===== src/rtl/aad_pkg.sv =====
// Package for the area-average downscaler.
// Shared types, widths, size limits and the overlap split helper. No dependencies.
`timescale 1ns / 1ps

package aad_pkg;

	localparam int MAX_WIDTH  = 4096;
	localparam int MAX_HEIGHT = 4096;
	localparam int PW = 27;

	typedef struct packed {
		logic [12:0] sw;
		logic [12:0] cw;
		logic [12:0] ch;
		logic [12:0] dw;
		logic [12:0] dh;
		logic [11:0] left;
		logic [11:0] top;
		logic        gray;
	} aad_cfg_t;

	typedef struct packed {
		logic [31:0] acc_r;
		logic [31:0] acc_g;
		logic [31:0] acc_b;
		logic [11:0] col;
		logic [11:0] row;
		logic        rend;
		logic        fend;
	} aad_res_t;

	typedef struct packed {
		logic [12:0] w0;
		logic [12:0] w1;
		logic        done;
	} aad_split_t;

	function automatic logic [12:0] aad_clamp(input logic [12:0] v, input int hi);
		logic [12:0] r;
		if (v == 13'd0) begin
			r = 13'd1;
		end else if (int'(v) > hi) begin
			r = 13'(hi);
		end else begin
			r = v;
		end
		return r;
	endfunction

	// overlap of [lo, lo+len) against a span that ends at b
	function automatic aad_split_t aad_split(input logic [PW-1:0] lo, input logic [12:0] len,
		input logic [PW-1:0] b);
		logic [PW-1:0] hi;
		logic [PW-1:0] m;
		aad_split_t    s;
		hi = lo + PW'(len);
		if (hi < b) begin
			s.w0   = len;
			s.w1   = 13'd0;
			s.done = 1'b0;
		end else begin
			m      = (b > lo) ? b : lo;
			s.w0   = (b > lo) ? 13'(b - lo) : 13'd0;
			s.w1   = 13'(hi - m);
			s.done = 1'b1;
		end
		return s;
	endfunction

endpackage


===== src/rtl/aad_fifo.sv =====
// Short queue between the accumulation front and the divider back end.
// Uses aad_pkg for the result type.
`timescale 1ns / 1ps

module aad_fifo
	import aad_pkg::*;
(
	input  logic     clk,
	input  logic     arst_n,
	input  logic     push,
	input  aad_res_t push_data,
	output logic     full,
	input  logic     pop,
	output aad_res_t pop_data,
	output logic     empty
);

	localparam int DEPTH = 4;

	aad_res_t    mem_q [DEPTH];
	logic [1:0]  wp_q;
	logic [1:0]  rp_q;
	logic [2:0]  cnt_q;

	assign full     = (cnt_q == 3'(DEPTH));
	assign empty    = (cnt_q == 3'd0);
	assign pop_data = mem_q[rp_q];

	always_ff @(posedge clk) begin
		if (push && !full) begin
			mem_q[wp_q] <= push_data;
		end
	end

	always_ff @(posedge clk or negedge arst_n) begin
		if (!arst_n) begin
			wp_q  <= '0;
			rp_q  <= '0;
			cnt_q <= '0;
		end else begin
			if (push && !full) begin
				wp_q <= wp_q + 2'd1;
			end
			if (pop && !empty) begin
				rp_q <= rp_q + 2'd1;
			end
			cnt_q <= cnt_q + 3'(push && !full) - 3'(pop && !empty);
		end
	end

endmodule


===== config.mk =====
export PLATFORM = sky130hd
export DESIGN_NAME = aad_fifo
export DESIGN_NICKNAME = d
export VERILOG_FILES = /design/src/rtl/aad_pkg.sv /design/src/rtl/aad_fifo.sv
export SDC_FILE = /design/constraint.sdc
export NUM_CORES = 1
export LEC_CHECK = 0
export BUFFER_PORTS_ARGS = -buffer_cell sky130_fd_sc_hd__buf_2
export CELL_PAD_IN_SITES_DETAIL_PLACEMENT = 1
export CELL_PAD_IN_SITES_GLOBAL_PLACEMENT = 1
export CORE_MARGIN = 1
export CORE_UTILIZATION = 45
export DETAILED_ROUTE_END_ITERATION = 6
export GPL_TIMING_DRIVEN = 0
export PLACE_DENSITY_LB_ADDON = 0.1
export SLEW_MARGIN = 20
export SYNTH_ARGS = -nofsm -noshare
export SYNTH_HDL_FRONTEND = slang
export SYNTH_SLANG_ARGS = --single-unit

===== constraint.sdc =====
create_clock -name clk -period 4.41 [get_ports clk]
set_clock_uncertainty 0.05 [all_clocks]
set_input_delay 1.1025 -clock clk [delete_from_list [all_inputs] [get_ports clk]]
set_output_delay 1.1025 -clock clk [all_outputs]
set_load 0.05 [all_outputs]

# Word-level counts from Yosys, hierarchy flattened
# Memories as Yosys holds them, arrays and structs flattened.
# Index checks and enable logic that the tools add are counted.
word_totals:
  ram_bits: 488
  elab_cells: 16
  latchBits: 0
  memories: 1
  reg_bits: 7
  output_inout_bits: 124
  inputBits: 126
  rom_bits: 0
mem_list:
  columns: ["memory", "depth", "word_bits", "read_ports", "rd_ports_with_merged_regs", "wr", "line", "rtl"]
  rows:
  - ["mem_q", 4, 122, 1, 0, 1, "aad_fifo.sv:20", "aad_res_t mem_q [DEPTH];"]
classes:
  mul: 0
  shift: 0
  n_reduce_logical: 5
  add_sub_neg: 4
  n_eq_ne: 1
  div_mod_pow: 0
  n_bitwise: 0
  n_lt_le_gt_ge: 0
  mux: 2
op_table:
  columns: ["cell", "n"]
  rows:
  - ["adder 2 x 1 -> 2 bit (second input constant)", 2]
  - ["adder 3 x 1 -> 3 bit", 1]
  - ["equality test 3 bit (second input constant)", 1]
  - ["zero test 3 bit", 1]
  - ["subtractor 3 x 1 -> 3 bit", 1]
  - ["logical AND 1 bit", 2]
  - ["zero test 1 bit", 2]
  - ["2-to-1 mux 1 bit", 2]

# Depth between registers and ports, before layout
depth:
  depth_word: 5
  mapped_depth: 8
  ltp_nobuf: 8

# Worst setup path after synthesis
# OpenSTA, ideal clock, no wires.
synth_path:
  path_kind: "input to register"
  start: "in push"
  end: "mem mem_q[0][0] (netlist bit) (enable)"
  setup_ns: 0.496
  arrival_time_ns: 3.972
  slack_ns: -0.108
  t_required_ns: 3.864
  stages: 1
  path_buffers: 0
  path_cell_list: "and3b_1"
synth_via:
  elab_chain_len: 3
synth_lines:
  columns: ["item", "line", "rtl"]
  rows:
  - ["start, declared", "aad_fifo.sv:10", "input logic push,"]
  - ["logical AND 1 bit", "aad_fifo.sv:30", "if (push && !full) begin"]
  - ["2-to-1 mux 1 bit", "aad_fifo.sv:30", null]
  - ["2-to-1 mux 1 bit (implied by the code)", "aad_fifo.sv:31", "mem_q[wp_q] <= push_data;"]
  - ["end, declared", "aad_fifo.sv:20", null]
# Every way passes these cells.

==> metrics.md <==
| Metric | Value |
|---|---|
| Status | finished, final reports clean |
| Antenna violations before repair | 6 |
| TritonRoute pass-1 iters | 4 |
| Num CTS Buffers | 52 |
| CP Max Fanout | 10 |
| Yosys warning count | 0 |
| CTS tree | done |
| Initial Util | a little under half |
| PortBufs | between 200 and 250 |
| Register bit total from synthesis | around 500 |
| Fin cells | 1560 |
| Clock transition at path regs | approximately 0.060 ns |
| Placed cells | about 1500 |
| Setup tns final | 0 ns |
| Internal power | ~0.010 W |
| Gpl congestion | about 0.68 |
| Rel. slew slack | around 56% |
| Synth cell types | 20 |
| Total Routing Usage GR | 18.33% |
| Via Count | 8144 |
| Final routed DRC violation total | 0 |
| Reg power frac | ~37% |
| Final setup viols | 0 |
| CP Launch Type | register |
| Fmax achieved | 282.7 MHz |
| Clock buffer depth | 3 |
| Multi-input logic area | around 3000 sq um |
| Register area | between 10000 and 15000 sq um |
| Final Max Slew Viols | 0 |
| Overflow after GRT | 0 |
| Setup ws final | about 0.87 ns |
| Most frequent cells in the layout | edfxtp_1 (488), buf_2 (264), mux4_2 (122) |
| # IOs | 250 |
| DRT iter0 DRCs | around 470 |
| Hold Fails Final Rpt | 0 |
| Largest net degree at the start of global routing | 37 |
| Area growth syn-to-layout | 20.62% |
| WL/cell | between 20 and 25 um |
| RSZ-0062 raised after global routing | no |
| Gate Count Post-Synth | approximately 680 |
| Core area | about 40000 sq um |
| Commonest non-fill, non-tap cell in the layout | edfxtp_1 |
| Vias/cell | around 5.2 |
| Mean Syn Cell Area | approximately 27 sq um |
| Net count of the finished layout | around 1100 |
| Sw frac | 38.87% |
| Synthesized area | between 15000 and 20000 sq um |
| Slew @ Worst Pin | around 0.66 ns |
| Final ANT Viol Nets | 0 |
| WP data required | ~3.3 ns |
| Hold Slack | about 0.30 ns |
| Die X | about 200 um |
| PwrDens | between 700 and 800 nW/um^2 |
| Switching power | around 0.0066 W |
| FILL cells | around 3400 |
| Dpl ws | roughly 1.3 ns |
| Clock Latency Late Sink | ~0.58 ns |
| Height of the die | roughly 200 um |
| Site Rows | 73 |
| Comb pwr share | around 40% |
| Crit path DAT | ~2.4 ns |
| CP Class | reg -> out |
| Min-delay worst type | in -> async |
| Max_cap viols | 0 |
| Hold buffers post-CTS | 0 |
| Hpwl dp | 23410 um |
| Final Critical Period | 3.538 ns |
| Sequential-to-total area share from yosys stat | 82.15% |
| Postcts setup bufs | 0 |
| Syn nets | slightly above 800 |
| Post-CTS sizing | 0 |
| Number of global-route vias before repair | 8896 |
| H-tree levels | 2 |
| Clock share of power | 22.6% |
| LEAKAGE | approximately 7.4 nW |
| CTS Sinks | 495 |
| Layout cells sized above 1 | between 40% and 50% |
| Fin crit share | 80.22% |
| Die ar. | 40920 sq um |
| First-pass GRT wire length | ~56000 um |
| VDD IR max | 0.0005018 V |
| Setup crit end kind | output port |
| Clock Tree Root | clkbuf_16 |
| Final wirelength | roughly 37000 um |
## power by group through the flow
stage	Combinational [W]	Clock, W	Sequential (W)
2_1_floorplan	0.00515	0	0.00646
3_3_place_gp	0.00675	0	0.00657
3_5_place_dp	0.00697	0	0.00650
4_1_cts	0.00699	0.00398	0.00640
5_1_grt	0.00719	0.00413	0.00647
6_report	0.00682	0.00386	0.00639
## sequential cells by signal, summed over array words and instances (netlist names)
register / count
wp_q: 2
mem_q: 488
cnt_q: 3
rp_q: 2
## cell usage after synthesis
| cell type | count | share of area [%] |
|---|---|---|
| and3b_1 | 4 | 0.19 |
| buf_2 | 15 | 0.42 |
| buf_4 | 1 | 0.042 |
| buf_6 | 8 | 0.50 |
| clkbuf_1 | 4 | 0.083 |
| dfrtp_1 | 7 | 0.97 |
| edfxtp_1 | 488 | 81 |
| fa_1 | 1 | 0.11 |
| ha_1 | 6 | 0.42 |
| inv_1 | 6 | 0.12 |
| mux4_2 | 122 | 15 |
| nand2_1 | 1 | 0.021 |
| nand2b_1 | 4 | 0.14 |
| nand4bb_1 | 2 | 0.12 |
| nor3_1 | 1 | 0.028 |
| nor3b_2 | 1 | 0.069 |
| o211ai_1 | 2 | 0.083 |
| o311ai_0 | 1 | 0.049 |
| o31ai_1 | 1 | 0.042 |
| xnor2_1 | 4 | 0.19 |
## critical path, stage by stage, from the launching register on
cell	delay [ns]
dfrtp_1	0.31
buf_2	0.21
buf_2	0.32
buf_2	0.36
mux4_2	0.36
buf_2	0.23
## cells by family (layout without fill, tap and decap cells)
kind of cell	Yosys count	after routing	synth area share, %
xor+xnor	4	4	0.1940
buf+inv	34	387	1.164
other cells	0	3	0
mux	122	122	15.22
simple gates	13	13	0.5752
compound gates	4	4	0.1733
fa+ha+maj	7	7	0.5267
flops	495	495	82.15
## metal layers
layer	wire length, um	share of wire (%)	vias up	GRT usage (%)
li1	-	-	3593	-
met2	17820	49	199	28.91
met4	901	2.5	6	6.418
met3	1936	5.3	68	4.353
met1	15800	43	4278	25.15
met5	46	0.13	-	0
## cell type report
class / count / share of cell area, %
buffer: 28 / 0.8619
tap: 525 / 3.017
clock buffer: 68 / 6.350
clock inverter: 21 / 0.4195
multi-input combinational: 150 / 13.91
antenna: 3 / 0.03448
sequential: 495 / 68.10
timing repair buffer: 264 / 7.206
inverter: 6 / 0.1034
## path summary, 6_finish.rpt
kind                       depth (start not counted)  slack [ns]                      to                start
setup / recovery                                   5        0.87            pop_data[63]  rp_q[1]$_DFFE_PN0P_
hold / removal                                     1        0.30     wp_q[1]$_DFFE_PN0P_               arst_n
setup reg to reg                                   5        1.83  mem_q[1][60]$_DFFE_PP_   cnt_q[2]$_DFF_PN0_
hold reg to reg                                    2        0.56     wp_q[1]$_DFFE_PN0P_  wp_q[1]$_DFFE_PN0P_
max in group asynchronous                          1        3.85     rp_q[0]$_DFFE_PN0P_               arst_n
min in group clk                                   2        0.56     wp_q[1]$_DFFE_PN0P_  wp_q[1]$_DFFE_PN0P_
## metrics by stage
stage	util (%)	instance area [sq um]	total power, W
after floorplan	-	18060	0.01161
after global placement	50.35	19960	0.01332
after detailed placement	51.19	20290	0.01346
after CTS	54.91	21770	0.01737
after global routing	54.92	21770	0.01779
final	54.93	21770	0.01707
(Power assumes the default switching activity.)
