===== config.mk =====
export PLATFORM = sky130hd
export DESIGN_NAME = aad_div
export DESIGN_NICKNAME = d
export VERILOG_FILES = /design/src/rtl/aad_pkg.sv /design/src/rtl/aad_div.sv
export SDC_FILE = /design/constraint.sdc
export NUM_CORES = 1
export LEC_CHECK = 0
export ABC_CLOCK_PERIOD_IN_PS = 3400
export BUFFER_PORTS_ARGS = -buffer_cell sky130_fd_sc_hd__buf_2
export CORE_MARGIN = 5
export CORE_UTILIZATION = 54
export DETAILED_ROUTE_END_ITERATION = 8
export PLACE_DENSITY = 0.88
export SETUP_SLACK_MARGIN = 0.3
export SLEW_MARGIN = 20
export SYNTH_ARGS = -nofsm -noshare
export SYNTH_HDL_FRONTEND = slang
export SYNTH_SLANG_ARGS = --single-unit

===== constraint.sdc =====
create_clock -name clk -period 3.4 [get_ports clk]
set_clock_uncertainty 0.2 [all_clocks]
set_input_delay 0.68 -clock clk [delete_from_list [all_inputs] [get_ports clk]]
set_output_delay 0.68 -clock clk [all_outputs]
set_load 0.02 [all_outputs]

===== src/rtl/aad_pkg.sv =====
// Package for the area-average downscaler.
// Shared types, widths, size limits and the overlap split helper. No dependencies.
`timescale 1ns / 1ps

package aad_pkg;

	localparam int MAX_WIDTH  = 4096;
	localparam int MAX_HEIGHT = 4096;
	localparam int PW = 27;

	typedef struct packed {
		logic [12:0] sw;
		logic [12:0] cw;
		logic [12:0] ch;
		logic [12:0] dw;
		logic [12:0] dh;
		logic [11:0] left;
		logic [11:0] top;
		logic        gray;
	} aad_cfg_t;

	typedef struct packed {
		logic [31:0] acc_r;
		logic [31:0] acc_g;
		logic [31:0] acc_b;
		logic [11:0] col;
		logic [11:0] row;
		logic        rend;
		logic        fend;
	} aad_res_t;

	typedef struct packed {
		logic [12:0] w0;
		logic [12:0] w1;
		logic        done;
	} aad_split_t;

	function automatic logic [12:0] aad_clamp(input logic [12:0] v, input int hi);
		logic [12:0] r;
		if (v == 13'd0) begin
			r = 13'd1;
		end else if (int'(v) > hi) begin
			r = 13'(hi);
		end else begin
			r = v;
		end
		return r;
	endfunction

	// overlap of [lo, lo+len) against a span that ends at b
	function automatic aad_split_t aad_split(input logic [PW-1:0] lo, input logic [12:0] len,
		input logic [PW-1:0] b);
		logic [PW-1:0] hi;
		logic [PW-1:0] m;
		aad_split_t    s;
		hi = lo + PW'(len);
		if (hi < b) begin
			s.w0   = len;
			s.w1   = 13'd0;
			s.done = 1'b0;
		end else begin
			m      = (b > lo) ? b : lo;
			s.w0   = (b > lo) ? 13'(b - lo) : 13'd0;
			s.w1   = 13'(hi - m);
			s.done = 1'b1;
		end
		return s;
	endfunction

endpackage


===== src/rtl/aad_div.sv =====
// Back end: divides each accumulated channel by the window area, clamps to
// 255 and holds the result for the output stream. Uses aad_pkg.
`timescale 1ns / 1ps

module aad_div
	import aad_pkg::*;
(
	input  logic        clk,
	input  logic        arst_n,
	input  aad_cfg_t    cfg,
	output logic        pop,
	input  aad_res_t    pop_data,
	input  logic        empty,
	output logic        m_tvalid,
	input  logic        m_tready,
	output logic [47:0] m_tdata,
	output logic        m_tlast,
	output logic        m_tuser
);

	logic        busy_q;
	logic        fin_q;
	logic [2:0]  cnt_q;
	logic [32:0] d_q;
	logic [31:0] rem_q [3];
	logic [7:0]  quo_q [3];
	logic        sat_q [3];
	logic [11:0] col_q;
	logic [11:0] row_q;
	logic        rend_q;
	logic        fend_q;
	logic        out_v_q;
	logic [47:0] out_d_q;
	logic        out_l_q;
	logic        out_u_q;

	logic [25:0] area;
	logic [31:0] acc_in [3];
	logic        load;
	logic [7:0]  res [3];

	assign area      = 26'(cfg.cw) * 26'(cfg.ch);
	assign acc_in[0] = pop_data.acc_r;
	assign acc_in[1] = pop_data.acc_g;
	assign acc_in[2] = pop_data.acc_b;
	assign pop       = !busy_q && !empty;
	assign load      = busy_q && fin_q && (!out_v_q || m_tready);

	for (genvar k = 0; k < 3; k++) begin : g_res
		assign res[k] = sat_q[k] ? 8'hFF : quo_q[k];
	end

	assign m_tvalid = out_v_q;
	assign m_tdata  = out_d_q;
	assign m_tlast  = out_l_q;
	assign m_tuser  = out_u_q;

	always_ff @(posedge clk) begin
		if (pop) begin
			d_q    <= 33'(area) << 7;
			col_q  <= pop_data.col;
			row_q  <= pop_data.row;
			rend_q <= pop_data.rend;
			fend_q <= pop_data.fend;
			for (int k = 0; k < 3; k++) begin
				rem_q[k] <= acc_in[k];
				quo_q[k] <= '0;
				sat_q[k] <= 34'(acc_in[k]) >= (34'(area) << 8);
			end
		end else if (busy_q && !fin_q) begin
			d_q <= d_q >> 1;
			for (int k = 0; k < 3; k++) begin
				if (33'(rem_q[k]) >= d_q) begin
					rem_q[k] <= 32'(33'(rem_q[k]) - d_q);
					quo_q[k] <= {quo_q[k][6:0], 1'b1};
				end else begin
					quo_q[k] <= {quo_q[k][6:0], 1'b0};
				end
			end
		end
		if (load) begin
			out_d_q <= {row_q, col_q, res[2], res[1], res[0]};
			out_l_q <= rend_q;
			out_u_q <= fend_q;
		end
	end

	always_ff @(posedge clk or negedge arst_n) begin
		if (!arst_n) begin
			busy_q  <= 1'b0;
			fin_q   <= 1'b0;
			cnt_q   <= '0;
			out_v_q <= 1'b0;
		end else begin
			if (pop) begin
				busy_q <= 1'b1;
				fin_q  <= 1'b0;
				cnt_q  <= 3'd7;
			end else if (busy_q && !fin_q) begin
				if (cnt_q == 3'd0) begin
					fin_q <= 1'b1;
				end else begin
					cnt_q <= cnt_q - 3'd1;
				end
			end else if (load) begin
				busy_q <= 1'b0;
				fin_q  <= 1'b0;
			end
			if (load) begin
				out_v_q <= 1'b1;
			end else if (m_tready) begin
				out_v_q <= 1'b0;
			end
		end
	end

endmodule


; After elaboration in Yosys (flattened, before gate mapping)
; Memories as Yosys holds them, arrays and structs flattened.
; Index checks and enable logic that the tools add are counted.
[totals]
inputBits = 216
regBits = 115
word_cells = 107
memories = 3
ramBits = 123
[classes]
eq_ne = 3
magnitude_cmp = 6
muxes = 48
multipliers = 1
n_reduce_logical = 17
add_sub_neg = 4
bitwise_logic = 9
[mem_list]
columns = memory, words, word_bits, read_ports, rd_ports_with_merged_regs, write_ports, line
row1 = rem_q, 3, 32, 3, 0, 3, aad_div.sv:25  ; logic [31:0] rem_q [3];
row2 = quo_q, 3, 8, 3, 0, 3, aad_div.sv:26  ; logic [7:0] quo_q [3];
row3 = sat_q, 3, 1, 3, 0, 3, aad_div.sv:27  ; logic sat_q [3];
[op_table]
columns = operator, n
row1 = 32-bit by 34-bit >= comparator with 1-bit output, 3
row2 = 32-bit by 33-bit >= comparator with 1-bit output, 3
row3 = 32-bit 2-to-1 mux, 3
row4 = 32-bit subtractor, 3
row5 = 33-bit 2-to-1 mux, 2
row6 = 8-bit 2-to-1 mux, 6
row7 = 1-bit 2-to-1 mux, 34
row8 = 13-bit by 13-bit multiplier with 26-bit output, 1
row9 = 3-bit 2-to-1 mux, 3
row10 = 1-bit OR, 9
row11 = 2-bit AND reduction, 3
row12 = 2-bit nonzero test, 3
row13 = 1-bit logical AND, 4
row14 = 1-bit zero test, 4
row15 = 2-bit != test (second input constant), 2
row16 = 3-bit zero test, 1
row17 = 3-bit by 2-bit != test with 1-bit output (second input constant), 1
row18 = 3-bit nonzero test, 1
row19 = 3-bit by 1-bit subtractor with 3-bit output (second input constant), 1
row20 = 1-bit logical OR, 1

; Depth between registers and ports, before layout
; Gate-level depths: netlist of the first run.
[depth]
depth_word = 7
ltp_mapped = 29
ltp_nobuf = 28

; Worst setup path before layout of the first run
; OpenSTA, ideal clock, no wires.
[synth_timing]
kind = input to register
start = in cfg[71] (netlist bit)
end = mem sat_q[2][0], in the netlist sat_q[0][2] (data pin)
t_required_ps = 2939
setup_ps = 261
arrival_time_ps = 6384
path_buffers = 1
slack_ps = -3445
stages = 27
path_cell_list = clkbuf_1 and2_1 fa_1 inv_1 fa_1 inv_1 fa_1 fa_1 inv_1 fa_1 inv_1 ha_1 o21a_1 o21ai_0 a311oi_1 nor2_1 o21ai_0 a21o_1 a21oi_1 xor2_1 ha_1 a2111oi_0 a211oi_1 o21ai_0 nor2_1 o21ai_0 a21oi_1
[synth_lines]
columns = element, line
row1 = start: declaration, aad_div.sv:10  ; input aad_cfg_t cfg,
row2 = end: declaration, aad_div.sv:27

==> flow_summary.json, run 1 <==
{
  "outcome": "complete, but fails checks",
  "violations": "negative setup slack",
  "grt.met1_usage_pct": 38.6,
  "fmax_mhz": 154,
  "synth-simple-area-share_pct": 13.8,
  "synth_fp_nets": 2688,
  "die_h_um": 209,
  "slew_headroom_pct": 50.9,
  "drive_gt1_share_pct": 40.2,
  "pre_cts_ws_ps": -3540,
  "synth_top_cells_by_area": "edfxtp_1 (31%), ha_1 (14%), fa_1 (12%)",
  "firstDrtPassIters": 8,
  "viasPerCell": 6.24,
  "netlist_instances": 2110,
  "die_area_sq_um": 43800,
  "crit_path_start_kind": "input pin",
  "num_rows": 73,
  "synth_compound_area_share_pct": 13.0,
  "grt.overflow.total": 0,
  "grt_max_degree": 56,
  "arrival_ps": 6600,
  "hp-class": "input pin to flop",
  "synthAdderAreaFrac_pct": 25.4,
  "ant_nets": 0,
  "cts_sinks": 238,
  "grt.met2_usage_pct": 57.2,
  "track_usage_pct": 33.1,
  "synth_flop_cell": "edfxtp_1",
  "stdcell_area_sq_um": 30500,
  "async_flop_share_pct": 2.52,
  "routed_wl_um": 81200,
  "setup.worst_path.class": "input pin to flop",
  "multi_input_area_sq_um": 15100,
  "cts_buffers": 26,
  "seq_area_frac_synth_pct": 32.8,
  "path_clk_slew_ps": 70,
  "cts_tree": "yes",
  "io_pins": 268,
  "core_area_sq_um": 39500,
  "synth_xor_area_share_pct": 3.63,
  "fill_cells": 2192,
  "drv_slew": 0,
  "port_buffers": 203,
  "whs_ps": 79.9,
  "critPathMaxStageDelay_ps": 530,
  "fin_nets": 3354,
  "antenna_found_initial": 10,
  "crit_fanout": 6,
  "period_minus_slack_ps": 6480,
  "dieWidth_um": 209,
  "clockRootBuffer": "clkbuf_16",
  "synthMuxAreaShare_pct": 5.60,
  "yosysMostFrequentCell": "inv_1",
  "grt_pass1_wl_um": 116000,
  "synth.largest_area_cell": "edfxtp_1",
  "cp-end-kind": "flop",
  "synth_seq_cells": 238,
  "drc": 0,
  "clkLatencyLatePin_ps": 580,
  "grt-busiest-layer": "met2",
  "clk_path_buf_depth": 3,
  "rsz0062_at_grt": "yes",
  "postSynthAreaPerCell_sq_um": 10.2,
  "vias": 20800,
  "globalRouteMet3Util_pct": 5.43,
  "finalWorstSetupSlack_ps": -3080,
  "htree_levels": 1,
  "initialDrtViolationCount": 2005,
  "max_cap_viol_count": 0,
  "seqCellArea_sq_um": 7040,
  "hold_viol": 0,
  "synth_top_family_by_area": "adder cells",
  "initial_core_util_pct": 54.3,
  "area_growth_pct": 42.2,
  "synth.distinct_cells": 75,
  "synth_warnings": 0,
  "worst_slew_pin_slew_ps": 730,
  "cp_slowest_cell": "fa_1",
  "crit_top_cell": "fa_1",
  "place.gp.congestion": 1.02,
  "required_ps": 3520,
  "ys_top_cells_by_count": "inv_1 (262), ha_1 (238), edfxtp_1 (224)",
  "synth_edf_count": 224,
  "synth_top_cell_area_share_pct": 31.3,
  "grt_pass1_vias": 21300,
  "finalSetupViolations": 216,
  "finalCritPeriodShare_pct": 191,
  "dpl.hpwl_um": 51200,
  "synthesis.area_sq_um": 21500,
  "wl_per_cell_um": 24.4,
  "place_area_sq_um": 26500
}
stage by stage:
stage	utilization (%)	TNS [ps]	cells
after floorplan	-	-45890	2110
after global placement	66.9	-78490	3160
after detailed placement	66.9	-87560	3160
after CTS	75.1	-55910	3287
after global routing	77.2	-117740	3325
final	77.2	-94710	3327
flip-flops by register name (all words and copies together) (netlist names), 3 cells and up:
| signal | flops |
|---|---|
| d_q | 33 |
| quo_q | 24 |
| m_tdata | 48 |
| cnt_q | 3 |
| sat_q | 3 |
| col_q | 12 |
| rem_q | 96 |
| row_q | 12 |
metal layers:
metal	wire length [um]	vias up
met5	57	-
met3	8760	569
met1	27100	9821
met2	37600	1525
li1	-	8837
met4	7600	10
worst paths after layout:
path	endpoint	cells after the start	slack, ps	start
worst max-delay path	sat_q[0][2]	27	-3080	cfg[69]
worst min-delay path	row_q[9]	1	80	pop_data[11]
worst max register to register	rem_q[0][49]	15	-470	d_q[16]
worst min register to register	m_tdata[47]	0	220	row_q[11]
max in group asynchronous	m_tvalid	2	2570	arst_n
min in group asynchronous	fin_q	2	280	arst_n
cell usage in the layout, fill, tap and decap left out, drive strengths merged, types with 7 or more instances in the layout:
master   instances
nand3           34
a311oi           7
and2           106
edfxtp         224
dfxtp            8
xor2            32
inv            262
o31ai            7
a31oi           16
or2             27
a211oi          15
o22ai           30
o311ai           8
a21o            45
o21bai          11
a2111oi         10
fa             124
a21oi          121
nor2            87
nand2b          26
buf            692
clkinv          10
nor4            16
a211o            7
mux2            84
nor3            23
o211ai          12
and3            14
o21ai           75
nand4           25
ha             238
nand2          161
clkbuf          33
nor2b           29
xnor2           57
mux2i           15
o21a            18
cells by family after synthesis:
group,after synthesis
AOI/OAI and AO/OA,427
xor gates and xnor gates,89
adders and majority gates,362
buffers and inverters,320
DFF,238
muxes,99
and+or+nand+nor,575
cell type report:
class | count | share of cell area [%]
Inverter | 263 | 3.33
Timing Repair Buffer | 695 | 19.1
Sequential cell | 238 | 23.1
Tap cell | 525 | 2.15
Clock buffer | 31 | 2.19
Antenna cell | 6 | 0.0492
Clock inverter | 17 | 0.680
Multi-Input combinational cell | 1552 | 49.4
repair_timing:
action | in CTS | in global routing
gates resized for setup | 278 | 100
endpoints found under the setup margin | 218 | 221
endpoints found under the hold margin | 6 | 0
pin swaps | 157 | 88
gates cloned | 17 | 2
setup buffers | 61 | 32
hold buffers | 1 | 0
worst max-delay path, delay by kind of cell:
family | cells | cell delay [ps]
compound gates | 9 | 1600
xor+xnor | 1 | 180
fa+ha+maj | 7 | 3050
buf+inv | 6 | 510
simple gates | 4 | 540
Power of run 1 is not shown: default switching activity piles up to over one toggle a cycle in this logic, so the estimate is an artifact.
==> run 2, diff against run 1 <==
ABC_CLOCK_PERIOD_IN_PS = 6830   (was 3400)
CORE_UTILIZATION = 55   (was 54)
GPL_ROUTABILITY_DRIVEN = 1   (was unset)
PLACE_DENSITY = 0.86   (was 0.88)
clock period = 6.83 ns   (was 3.4 ns; I/O delays follow)
==> run 2 against run 1 <==
  * The flow still finishes with violations (negative setup slack)
  * First-iteration DRC count decreased by 27%
  * Utilization decreased by 10 points
  * Worst setup slack better by 2800 ps
  * Non-clock buffer count decreased by 320
  * Die area decreased by 1.7%
  * Cell count decreased by 9.9%
  * Critical endpoint unchanged
  * Largest cell class unchanged
==> flow_summary.json, run 2 (synthesized netlist as in run 1, its figures left out) <==
{
  "arrival_ps": 7320,
  "path_clk_slew_ps": 60,
  "pre_cts_ws_ps": -1220,
  "critPathLaunch": "cfg[71]",
  "vias": 17700,
  "area_growth_pct": 20.2,
  "grt_pass1_vias": 18200,
  "fmax_mhz": 140,
  "clk_path_buf_depth": 3,
  "crit_top_cell": "fa_1",
  "hold_buffers": 0,
  "required_ps": 6990,
  "reg2reg_from": "d_q[1]",
  "layout_common_cells": "inv_1 (248), edfxtp_1 (224), ha_1 (216)",
  "met3WireLength_um": 4700,
  "grt.overflow.total": 0,
  "dpl.hpwl_um": 46600,
  "drive_gt1_share_pct": 26.0,
  "clockRootBuffer": "clkbuf_16",
  "cts_buffers": 24,
  "hp-class": "flop to flop",
  "dr.max_layer_used": "met5",
  "slew_headroom_pct": 34.4,
  "mostFrequentLayoutCell": "inv_1",
  "crit_end": "sat_q[0][2]",
  "crit_fanout": 5,
  "cts_sinks": 238,
  "largest_reg_flops": 96,
  "cp-end-kind": "flop",
  "viasPerCell": 5.89,
  "die_area_sq_um": 43100,
  "routed_wl_um": 60000,
  "violations": "negative setup slack",
  "rsz0062_at_grt": "yes",
  "grt_pass1_wl_um": 93500,
  "setup.worst_path.class": "input pin to flop",
  "wl_met1_um": 22900,
  "place.gp.congestion": 0.941,
  "drc": 0,
  "initial_core_util_pct": 55.5,
  "worst_slew_pin_slew_ps": 985,
  "cts_tree": "yes",
  "r2r_slack_ps": 1500,
  "drv_slew": 0,
  "clkLatencyLatePin_ps": 530,
  "dr_wl_met2_um": 29400,
  "fill_cells": 2751,
  "hold_viol": 0,
  "placedCellCount": 2932,
  "wl_per_cell_um": 20.0,
  "grt_max_degree": 56,
  "dieWidth_um": 208,
  "io_pins": 268,
  "r2r_cells": 12,
  "htree_levels": 1,
  "firstDrtPassIters": 9,
  "ant_nets": 0,
  "r2r-end": "rem_q[0][75]",
  "stdcell_count": 2996,
  "finalSetupViolations": 3,
  "cp_slowest_cell": "fa_1",
  "period_minus_slack_ps": 7160,
  "core_area_sq_um": 38600,
  "whs_ps": 218,
  "finalWorstSetupSlack_ps": -332,
  "crit_path_start_kind": "input pin",
  "largest_register": "rem_q",
  "fin_nets": 3032,
  "num_rows": 72,
  "die_h_um": 208,
  "critPathMaxStageDelay_ps": 520,
  "outcome": "complete, but fails checks",
  "max_cap_viol_count": 0,
  "antenna_found_initial": 11,
  "port_buffers": 203,
  "initialDrtViolationCount": 1469,
  "finalCritPeriodShare_pct": 105,
  "track_usage_pct": 26.5
}
run 2: worst min path at each step:
| stage | start | end | slack, ps | cells past startpoint |
|---|---|---|---|---|
| 2_1_floorplan | col_q[0] | m_tdata[24] | 200 | 0 |
| 3_3_place_gp | col_q[3] | m_tdata[27] | 200 | 0 |
| 3_5_place_dp | col_q[8] | m_tdata[32] | 210 | 0 |
| 4_1_cts | col_q[6] | m_tdata[30] | 220 | 0 |
| 5_1_grt | col_q[4] | m_tdata[28] | 230 | 0 |
| 6_report | col_q[8] | m_tdata[32] | 220 | 0 |
run 2: cell type report:
class	count	area (sq um)	area share (%)
Antenna cell	6	15.0	0.0582
Multi-Input combinational cell	1552	13900	53.8
Inverter	263	990	3.84
Tap cell	518	648	2.51
Timing Repair Buffer	375	2450	9.48
Clock inverter	15	144	0.558
Clock buffer	29	641	2.48
Sequential cell	238	7040	27.3
run 2: metrics by stage:
stage	util (%)	TNS (ps)	area, sq um
floorplan	-	-948	21700
global placement	62.8	-3220	24300
detailed placement	62.8	-4510	24300
CTS	65.8	-643	25400
global route	66.8	-1470	25800
finish	66.8	-846	25800
run 2: per-layer routing:
metal,vias to the layer above,GRT usage [%]
li1,8179,-
met1,8533,32.6
met2,743,46.3
met3,188,4.58
met4,10,11.0
met5,-,0
run 2: what timing repair did:
| action | 4_1_cts | 5_1_grt |
|---|---|---|
| setup buffers | 6 | 8 |
| hold endpoints to repair | 0 | 0 |
| gates resized for setup | 74 | 69 |
| pin swaps | 60 | 81 |
| endpoints found under the setup margin | 4 | 6 |
run 2: worst max-delay path: cells and delay by family:
family	cells	cell delay (ps)
AOI/OAI and AO/OA	10	1470
buffers and inverters	8	760
and+or+nand+nor	4	500
xor gates and xnor gates	1	160
adders and majority gates	7	3030
Power of run 2 is left out for the same reason.
